<file path="config.mk">
export PLATFORM = sky130hd
export DESIGN_NAME = date_serial_to_civil_unit
export DESIGN_NICKNAME = d
export VERILOG_FILES = /design/src/rtl/dsc_pkg.sv /design/src/rtl/date_serial_to_civil_unit.sv
export SDC_FILE = /design/constraint.sdc
export NUM_CORES = 2
export LEC_CHECK = 0
export BUFFER_PORTS_ARGS = -buffer_cell sky130_fd_sc_hd__buf_2
export CORE_ASPECT_RATIO = 1.2
export CORE_MARGIN = 2
export CORE_UTILIZATION = 45
export CTS_CLUSTER_SIZE = 8
export DETAILED_ROUTE_END_ITERATION = 10
export PLACE_DENSITY = 0.66
export SETUP_SLACK_MARGIN = 0.05
export SYNTH_ARGS = -nofsm -noshare
export SYNTH_HDL_FRONTEND = slang
export SYNTH_SLANG_ARGS = --single-unit
</file>
<file path="constraint.sdc">
create_clock -name clk -period 10.1 [get_ports clk]
set_input_delay 2.02 -clock clk [delete_from_list [all_inputs] [get_ports clk]]
set_output_delay 2.02 -clock clk [all_outputs]
set_load 0.01 [all_outputs]
</file>
<file path="src/rtl/dsc_pkg.sv">
// Constants for the date serial to civil date and time-of-day converter.
package dsc_pkg;

	localparam int DAY_BITS = 24;
	localparam int FRAC_BITS = 32;

	localparam int SEC_BITS = 17;
	localparam int SEC_SUM_BITS = FRAC_BITS + 10;
	localparam logic [SEC_BITS-1:0] SECS_PER_DAY = SEC_BITS'(86400);
	localparam logic [9:0] SEC_SCALE = 10'd675;

	localparam int Z_BITS = ((DAY_BITS - 1 > 20) ? DAY_BITS - 1 : 20) + 1;
	localparam int ERA_BITS = Z_BITS - 17;
	localparam int Y_BITS = ERA_BITS + 10;
	localparam logic [Z_BITS-1:0] EPOCH_OFFSET = Z_BITS'(719468 - 25569);

	localparam int DOE_BITS = 18;
	localparam int YOE_BITS = 9;
	localparam int DOY_BITS = 9;
	localparam int MP_BITS = 4;
	localparam int REM_BITS = 12;

	localparam int DAYS_PER_ERA = 146097;
	localparam int DAYS_LAST_ERA = 146096;
	localparam int YEARS_PER_ERA = 400;
	localparam int SECS_PER_HOUR = 3600;
	localparam int SECS_PER_MIN = 60;
	localparam logic [MP_BITS-1:0] MP_JANUARY = MP_BITS'(10);

	// Exact reciprocals: q = (x * ceil(2^k / d)) >> k, with k = bits(x) + bits(d).
	localparam int ERA_SHIFT = Z_BITS + 18;
	localparam int ERA_RCP_BITS = ERA_SHIFT - 17;
	localparam int ERA_PROD_BITS = Z_BITS + ERA_RCP_BITS;
	localparam logic [ERA_RCP_BITS-1:0] ERA_RCP =
		ERA_RCP_BITS'(((64'd1 << ERA_SHIFT) + 64'd146096) / 64'd146097);

	localparam int SH_1460 = 29;
	localparam logic [18:0] RCP_1460 = 19'(((64'd1 << SH_1460) + 64'd1459) / 64'd1460);
	localparam int SH_36524 = 34;
	localparam logic [18:0] RCP_36524 = 19'(((64'd1 << SH_36524) + 64'd36523) / 64'd36524);
	localparam int SH_365 = 27;
	localparam logic [18:0] RCP_365 = 19'(((64'd1 << SH_365) + 64'd364) / 64'd365);
	localparam int SH_100 = 16;
	localparam logic [9:0] RCP_100 = 10'(((64'd1 << SH_100) + 64'd99) / 64'd100);
	localparam int SH_153 = 19;
	localparam logic [11:0] RCP_153 = 12'(((64'd1 << SH_153) + 64'd152) / 64'd153);
	localparam int SH_5 = 14;
	localparam logic [11:0] RCP_5 = 12'(((64'd1 << SH_5) + 64'd4) / 64'd5);
	localparam int SH_3600 = 29;
	localparam logic [17:0] RCP_3600 = 18'(((64'd1 << SH_3600) + 64'd3599) / 64'd3600);
	localparam int SH_60 = 18;
	localparam logic [12:0] RCP_60 = 13'(((64'd1 << SH_60) + 64'd59) / 64'd60);

endpackage

</file>
<file path="src/rtl/date_serial_to_civil_unit.sv">
// Pipelined converter from a fixed-point date serial to civil date and time of day.
//
// Channel  Direction  Handshake            Payload
// in       input      in_valid, in_stall   serial_days, serial_fraction
// out      output     out_valid, out_stall valid_res, year, month, day, hour,
//                                          minute, second, has_time
//
// Ten register stages, s1 to s10, between acceptance and output.
// One transaction can enter every cycle while out_stall is low; the throughput is set
// by the single shared stall chain, and each stage refills as soon as its content moves on.
// Reset clears only the valid bits of the stages.
// A stalled output holds its transaction while empty upstream stages still fill.
module date_serial_to_civil_unit (
	input  logic                                clk,
	input  logic                                arst_n,
	input  logic                                in_valid,
	output logic                                in_stall,
	input  logic signed [dsc_pkg::DAY_BITS-1:0] serial_days,
	input  logic [dsc_pkg::FRAC_BITS-1:0]       serial_fraction,
	output logic                                out_valid,
	input  logic                                out_stall,
	output logic                                valid_res,
	output logic [14:0]                         year,
	output logic [3:0]                          month,
	output logic [4:0]                          day,
	output logic [4:0]                          hour,
	output logic [5:0]                          minute,
	output logic [5:0]                          second,
	output logic                                has_time
);
	import dsc_pkg::*;

	logic vld_s1, vld_s2, vld_s3, vld_s4, vld_s5, vld_s6, vld_s7, vld_s8, vld_s9, vld_s10;
	logic en_s1, en_s2, en_s3, en_s4, en_s5, en_s6, en_s7, en_s8, en_s9, en_s10;

	logic                  neg_s1, neg_s2, neg_s3, neg_s4, neg_s5, neg_s6, neg_s7, neg_s8;
	logic                  neg_s9;
	logic [DAY_BITS-2:0]   days_s1;
	logic [SEC_BITS-1:0]   secs_s1, secs_s2, secs_s3;
	logic [Z_BITS-1:0]     z_s2, z_s3;
	logic [ERA_BITS-1:0]   era_s3, era_s4, era_s5, era_s6;
	logic [4:0]            hh_s3, hh_s4, hh_s5, hh_s6, hh_s7, hh_s8, hh_s9;
	logic [5:0]            mm_s5, mm_s6, mm_s7, mm_s8, mm_s9;
	logic [5:0]            ss_s6, ss_s7, ss_s8, ss_s9;
	logic [REM_BITS-1:0]   rem_s4, rem_s5;
	logic [DOE_BITS-1:0]   doe_s4, doe_s5, doe_s6;
	logic [6:0]            c1460_s5;
	logic [2:0]            c36524_s5;
	logic                  c146096_s5;
	logic [YOE_BITS-1:0]   yoe_s6;
	logic [DOY_BITS-1:0]   doy_s7, doy_s8, doy_s9;
	logic [Y_BITS-1:0]     ybase_s7, ybase_s8, year_s9;
	logic [MP_BITS-1:0]    mp_s8, month_s9;
	logic [10:0]           w_s9;

	logic                  valid_res_s10, has_time_s10;
	logic [14:0]           year_s10;
	logic [3:0]            month_s10;
	logic [4:0]            day_s10, hour_s10;
	logic [5:0]            minute_s10, second_s10;

	logic [SEC_SUM_BITS-1:0]  sec_sum;
	logic                     sec_wrap;
	logic [ERA_PROD_BITS-1:0] era_prod;
	logic [34:0]              hh_prod;
	logic [Z_BITS-1:0]        era_base, doe_full;
	logic [SEC_BITS-1:0]      hh_base, rem_full;
	logic [36:0]              p1460, p36524, pyoe;
	logic [24:0]              pmm;
	logic [DOE_BITS-1:0]      t_days;
	logic [REM_BITS-1:0]      mm_base, ss_full;
	logic [18:0]              pcent;
	logic [DOE_BITS-1:0]      yoe_days, doy_full;
	logic [10:0]              mp_num;
	logic [22:0]              pmp, pday;
	logic                     late_year;
	logic [DOY_BITS-1:0]      day_full;

	assign en_s10 = !vld_s10 || !out_stall;
	assign en_s9  = !vld_s9 || en_s10;
	assign en_s8  = !vld_s8 || en_s9;
	assign en_s7  = !vld_s7 || en_s8;
	assign en_s6  = !vld_s6 || en_s7;
	assign en_s5  = !vld_s5 || en_s6;
	assign en_s4  = !vld_s4 || en_s5;
	assign en_s3  = !vld_s3 || en_s4;
	assign en_s2  = !vld_s2 || en_s3;
	assign en_s1  = !vld_s1 || en_s2;
	assign in_stall = !en_s1;

	always_ff @(posedge clk or negedge arst_n) begin
		if (!arst_n) begin
			vld_s1  <= 1'b0;
			vld_s2  <= 1'b0;
			vld_s3  <= 1'b0;
			vld_s4  <= 1'b0;
			vld_s5  <= 1'b0;
			vld_s6  <= 1'b0;
			vld_s7  <= 1'b0;
			vld_s8  <= 1'b0;
			vld_s9  <= 1'b0;
			vld_s10 <= 1'b0;
		end else begin
			if (en_s1)  vld_s1  <= in_valid;
			if (en_s2)  vld_s2  <= vld_s1;
			if (en_s3)  vld_s3  <= vld_s2;
			if (en_s4)  vld_s4  <= vld_s3;
			if (en_s5)  vld_s5  <= vld_s4;
			if (en_s6)  vld_s6  <= vld_s5;
			if (en_s7)  vld_s7  <= vld_s6;
			if (en_s8)  vld_s8  <= vld_s7;
			if (en_s9)  vld_s9  <= vld_s8;
			if (en_s10) vld_s10 <= vld_s9;
		end
	end

	always_comb begin
		sec_sum = SEC_SUM_BITS'(serial_fraction) * SEC_SUM_BITS'(SEC_SCALE)
			+ (SEC_SUM_BITS'(1) << (FRAC_BITS - 8));

		sec_wrap = secs_s1 >= SECS_PER_DAY;

		era_prod = ERA_PROD_BITS'(z_s2) * ERA_PROD_BITS'(ERA_RCP);
		hh_prod  = 35'(secs_s2) * 35'(RCP_3600);

		era_base = Z_BITS'(era_s3) * Z_BITS'(DAYS_PER_ERA);
		doe_full = z_s3 - era_base;
		hh_base  = SEC_BITS'(hh_s3) * SEC_BITS'(SECS_PER_HOUR);
		rem_full = secs_s3 - hh_base;

		p1460  = 37'(doe_s4) * 37'(RCP_1460);
		p36524 = 37'(doe_s4) * 37'(RCP_36524);
		pmm    = 25'(rem_s4) * 25'(RCP_60);

		t_days  = doe_s5 - DOE_BITS'(c1460_s5) + DOE_BITS'(c36524_s5)
			- DOE_BITS'(c146096_s5);
		pyoe    = 37'(t_days) * 37'(RCP_365);
		mm_base = REM_BITS'(mm_s5) * REM_BITS'(SECS_PER_MIN);
		ss_full = rem_s5 - mm_base;

		pcent    = 19'(yoe_s6) * 19'(RCP_100);
		yoe_days = DOE_BITS'(yoe_s6) * DOE_BITS'(365) + DOE_BITS'(yoe_s6[YOE_BITS-1:2])
			- DOE_BITS'(pcent[SH_100 +: 2]);
		doy_full = doe_s6 - yoe_days;

		mp_num = 11'(doy_s7) * 11'(5) + 11'(2);
		pmp    = 23'(mp_num) * 23'(RCP_153);

		late_year = mp_s8 >= MP_JANUARY;

		pday     = 23'(w_s9) * 23'(RCP_5);
		day_full = doy_s9 - pday[SH_5 +: DOY_BITS] + DOY_BITS'(1);
	end

	always_ff @(posedge clk) begin
		if (en_s1) begin
			neg_s1  <= serial_days[DAY_BITS-1];
			days_s1 <= serial_days[DAY_BITS-2:0];
			secs_s1 <= sec_sum[FRAC_BITS-7 +: SEC_BITS];
		end
		if (en_s2) begin
			neg_s2  <= neg_s1;
			secs_s2 <= sec_wrap ? secs_s1 - SECS_PER_DAY : secs_s1;
			z_s2    <= Z_BITS'(days_s1) + Z_BITS'(sec_wrap) + EPOCH_OFFSET;
		end
		if (en_s3) begin
			neg_s3  <= neg_s2;
			z_s3    <= z_s2;
			secs_s3 <= secs_s2;
			era_s3  <= era_prod[ERA_SHIFT +: ERA_BITS];
			hh_s3   <= hh_prod[SH_3600 +: 5];
		end
		if (en_s4) begin
			neg_s4 <= neg_s3;
			era_s4 <= era_s3;
			hh_s4  <= hh_s3;
			doe_s4 <= doe_full[DOE_BITS-1:0];
			rem_s4 <= rem_full[REM_BITS-1:0];
		end
		if (en_s5) begin
			neg_s5     <= neg_s4;
			era_s5     <= era_s4;
			hh_s5      <= hh_s4;
			doe_s5     <= doe_s4;
			rem_s5     <= rem_s4;
			c1460_s5   <= p1460[SH_1460 +: 7];
			c36524_s5  <= p36524[SH_36524 +: 3];
			c146096_s5 <= doe_s4 == DOE_BITS'(DAYS_LAST_ERA);
			mm_s5      <= pmm[SH_60 +: 6];
		end
		if (en_s6) begin
			neg_s6 <= neg_s5;
			era_s6 <= era_s5;
			hh_s6  <= hh_s5;
			mm_s6  <= mm_s5;
			doe_s6 <= doe_s5;
			yoe_s6 <= pyoe[SH_365 +: YOE_BITS];
			ss_s6  <= ss_full[5:0];
		end
		if (en_s7) begin
			neg_s7   <= neg_s6;
			hh_s7    <= hh_s6;
			mm_s7    <= mm_s6;
			ss_s7    <= ss_s6;
			doy_s7   <= doy_full[DOY_BITS-1:0];
			ybase_s7 <= Y_BITS'(yoe_s6) + Y_BITS'(era_s6) * Y_BITS'(YEARS_PER_ERA);
		end
		if (en_s8) begin
			neg_s8   <= neg_s7;
			hh_s8    <= hh_s7;
			mm_s8    <= mm_s7;
			ss_s8    <= ss_s7;
			doy_s8   <= doy_s7;
			ybase_s8 <= ybase_s7;
			mp_s8    <= pmp[SH_153 +: MP_BITS];
		end
		if (en_s9) begin
			neg_s9   <= neg_s8;
			hh_s9    <= hh_s8;
			mm_s9    <= mm_s8;
			ss_s9    <= ss_s8;
			doy_s9   <= doy_s8;
			w_s9     <= 11'(mp_s8) * 11'(153) + 11'(2);
			month_s9 <= late_year ? mp_s8 - MP_BITS'(9) : mp_s8 + MP_BITS'(3);
			year_s9  <= ybase_s8 + Y_BITS'(late_year);
		end
		if (en_s10) begin
			valid_res_s10 <= !neg_s9;
			year_s10      <= neg_s9 ? '0 : 15'(year_s9);
			month_s10     <= neg_s9 ? '0 : month_s9;
			day_s10       <= neg_s9 ? '0 : day_full[4:0];
			hour_s10      <= neg_s9 ? '0 : hh_s9;
			minute_s10    <= neg_s9 ? '0 : mm_s9;
			second_s10    <= neg_s9 ? '0 : ss_s9;
			has_time_s10  <= !neg_s9 && ((hh_s9 != '0) || (mm_s9 != '0) || (ss_s9 != '0));
		end
	end

	assign out_valid = vld_s10;
	assign valid_res = valid_res_s10;
	assign year      = year_s10;
	assign month     = month_s10;
	assign day       = day_s10;
	assign hour      = hour_s10;
	assign minute    = minute_s10;
	assign second    = second_s10;
	assign has_time  = has_time_s10;

endmodule

</file>
==> results.cfg <==
[cells_and_area]
layout.cells.non_filler = 7200
finalInstanceArea_sq_mm = 0.06484
nets = 7632
drive_above_1_share_pct = 4.758
final_core_util_pct = 49.16
syn2layout_area_growth_pct = 8.368

[logic_synthesis]
syn_inst = 5188
synth-seq-cells = 456
synth_area_leaders = ha_1 (28%), fa_1 (28%), edfxtp_1 (22%)
synth_top_area_share_pct = 28.10
yosysSeqAreaShare_pct = 22.80
syn_area_sq_mm = 0.05984
ys.warnings.count = 0
ys.flop_type = edfxtp_1
avgSynthCellArea_sq_um = 11.53
synthArstFlopShare_pct = 2.193
synth_edf_count = 446
yosysUniqueCellTypes = 64
synth_fp_nets = 7426
yosysTopAreaCell = ha_1

[worst_setup_path]
crit_fanout = 4
worst-setup-path-type = register to register
critPathSlowestCell = fa_1
rr_startpoint = doe_s5[0]
crit_start = doe_s5[0]
cp.arrival_ns = 9.87
start_kind = register
required_ns = 10.43
max_stage_delay_ns = 0.55
endpoint_kind = register
crit_top_cell = fa_1

[hold_path]
hp-start = hh_s4[2]
hold_path_class = register to register

[floorplanning]
initial_core_util_pct = 45.37
die_height_um = 403.5
die-area_sq_mm = 0.1359
dieWidth_um = 336.9
core_sq_mm = 0.1319
num_rows = 146
ios = 105

[sta]
setup_tns_ns = 0
finalSetupViolations = 0
max_freq_mhz = 104.8
slew_violations = 0
slew_headroom_pct = 26.75
rsz0062_at_grt = no
min_period_ns = 9.538
tightestPinTransition_ns = 1.099
hold_viol_final = 0
period_share_pct = 94.44
finClkSkew_ns = 0.03215

[routing]
vias = 35657
viasPerCell = 4.952
route.detailed.drc = 0
routed_wl_mm = 119.9
first_iter_violations = 1213
drt-pass1-iter-count = 5
wire_per_inst_um = 16.65
ant_nets = 0

[placement]
port_buffers = 104
dpl_cell_area_sq_mm = 0.06283
finalWeightedCongestion = 0.9089
placed_cells = 7097
dp_hpwl_mm = 102.6

[global_routing]
grt_max_degree = 56
antenna_found_initial = 0
grt_overflow = 0
grt_use_total_pct = 18.58
grt_pass1_wl_mm = 199.5
grt_pass1_vias = 38756

[clocking]
clock_sinks = 456
clk_latency_ns = 0.61
cts_buffers = 68
path_clk_slew_ns = 0.05
cts_root_buffer = clkbuf_16
cts_hold_buffers = 0
tritoncts = done
clock_tree.buffer_depth = 3
h-tree-depth = 3

[run_status]
outcome = completed

[job]
maxCapViolCount = 0
[path summary, 6_finish.rpt]
check                            end  slack (ns)  cells after the start
setup / recovery           yoe_s6[8]        0.56                     35
hold / removal              hh_s5[2]        0.39                      0
setup reg to reg           yoe_s6[8]        0.56                     35
hold reg to reg             hh_s5[2]        0.39                      0
max in group asynchronous     vld_s6        8.54                      1
min in group asynchronous     vld_s1        1.30                      1
[critical path: cells and delay by family, from the launching register on]
family / cells / cell delay [ns]
xor gates and xnor gates: 2 / 0.53
AOI/OAI and AO/OA: 13 / 2.97
DFF: 1 / 0.41
and+or+nand+nor: 3 / 0.49
adders and majority gates: 11 / 4.53
buffers and inverters: 6 / 0.31
[synthesized netlist by cell type (8+ instances only)]
library cell / instances
dfrtp_1: 10
nand2b_1: 33
and3_1: 15
xnor2_1: 165
edfxtp_1: 446
or3_1: 10
xor2_1: 72
nor4_1: 10
a21o_1: 79
ha_1: 1344
o211ai_1: 10
a211o_1: 9
nor3_1: 33
nor2_1: 93
or2_2: 14
o21a_1: 29
nand2_1: 70
nor2b_1: 62
o31ai_1: 9
inv_1: 1438
a211oi_1: 20
o21bai_1: 19
a21oi_1: 128
and2_1: 8
nand4_1: 28
a31oi_1: 11
o21ai_0: 66
nand3_1: 45
fa_1: 834
[flip-flops by register name (all words and copies together) (netlist names), 12 cells and up]
name      flops
rem_s4       12
doe_s4       18
ybase_s7     15
year         15
secs_s1      17
secs_s3      12
days_s1      23
year_s9      15
z_s3         18
secs_s2      17
doe_s5       18
ybase_s8     15
z_s2         24
[routing by layer]
metal / track usage (%) / vias to the layer above / share of wire [%]
met5: 0 / - / 0
met4: 5.858 / 0 / 3.2
met3: 1.967 / 216 / 2.7
met2: 33.67 / 467 / 52
met1: 23.07 / 17804 / 42
li1: - / 17170 / -
[final cells by class]
class	instances	area, sq um
inverter	1438	5398
fill	11845	67050
clock buffer	89	1833
multi-input combinational	3290	40830
sequential	456	13640
timing repair buffer	140	790.8
antenna	1	2.502
tap	1776	2222
clock inverter	10	126.4
[through the flow]
| stage | hold WS, ns | worst slack, ns |
|---|---|---|
| floorplan | 0.4003 | 0.8837 |
| global placement | 0.4010 | 0.3303 |
| detailed placement | 0.4045 | 0.2026 |
| CTS | 0.3918 | 0.2083 |
| global route | 0.4044 | 0.03778 |
| finish | 0.3922 | 0.5615 |
[placed cells by master, fill, tap and decap left out, drive strengths merged, types with 8 or more instances in the layout]
master / n
a211o: 9
a211oi: 20
a21o: 79
a21oi: 128
a31oi: 12
and2: 8
and3: 15
buf: 140
clkbuf: 89
clkinv: 9
dfrtp: 10
edfxtp: 446
fa: 834
ha: 1344
inv: 1439
nand2: 70
nand2b: 33
nand3: 45
nand4: 28
nor2: 94
nor2b: 62
nor3: 33
nor4: 10
o211ai: 10
o21a: 29
o21ai: 67
o21bai: 19
o31ai: 9
or2: 14
or3: 10
xnor2: 165
xor2: 72
[logic make-up after synthesis]
| logic type | Yosys count | synth area share, % |
|---|---|---|
| adders and majority gates | 2178 | 56.01 |
| buffers and inverters | 1442 | 9.046 |
| DFF | 456 | 22.80 |
| AOI/OAI and AO/OA | 438 | 4.870 |
| and+or+nand+nor | 434 | 3.733 |
| xor gates and xnor gates | 238 | 3.507 |
| muxes | 2 | 0.03764 |
[repair_timing]
action / CTS / global route
setup endpoints to repair: 0 / 2
gates resized for setup: 0 / 4
buffers inserted: 0 / 3
Power is not shown: default switching activity piles up to over one toggle a cycle in this logic, so the estimate is an artifact.
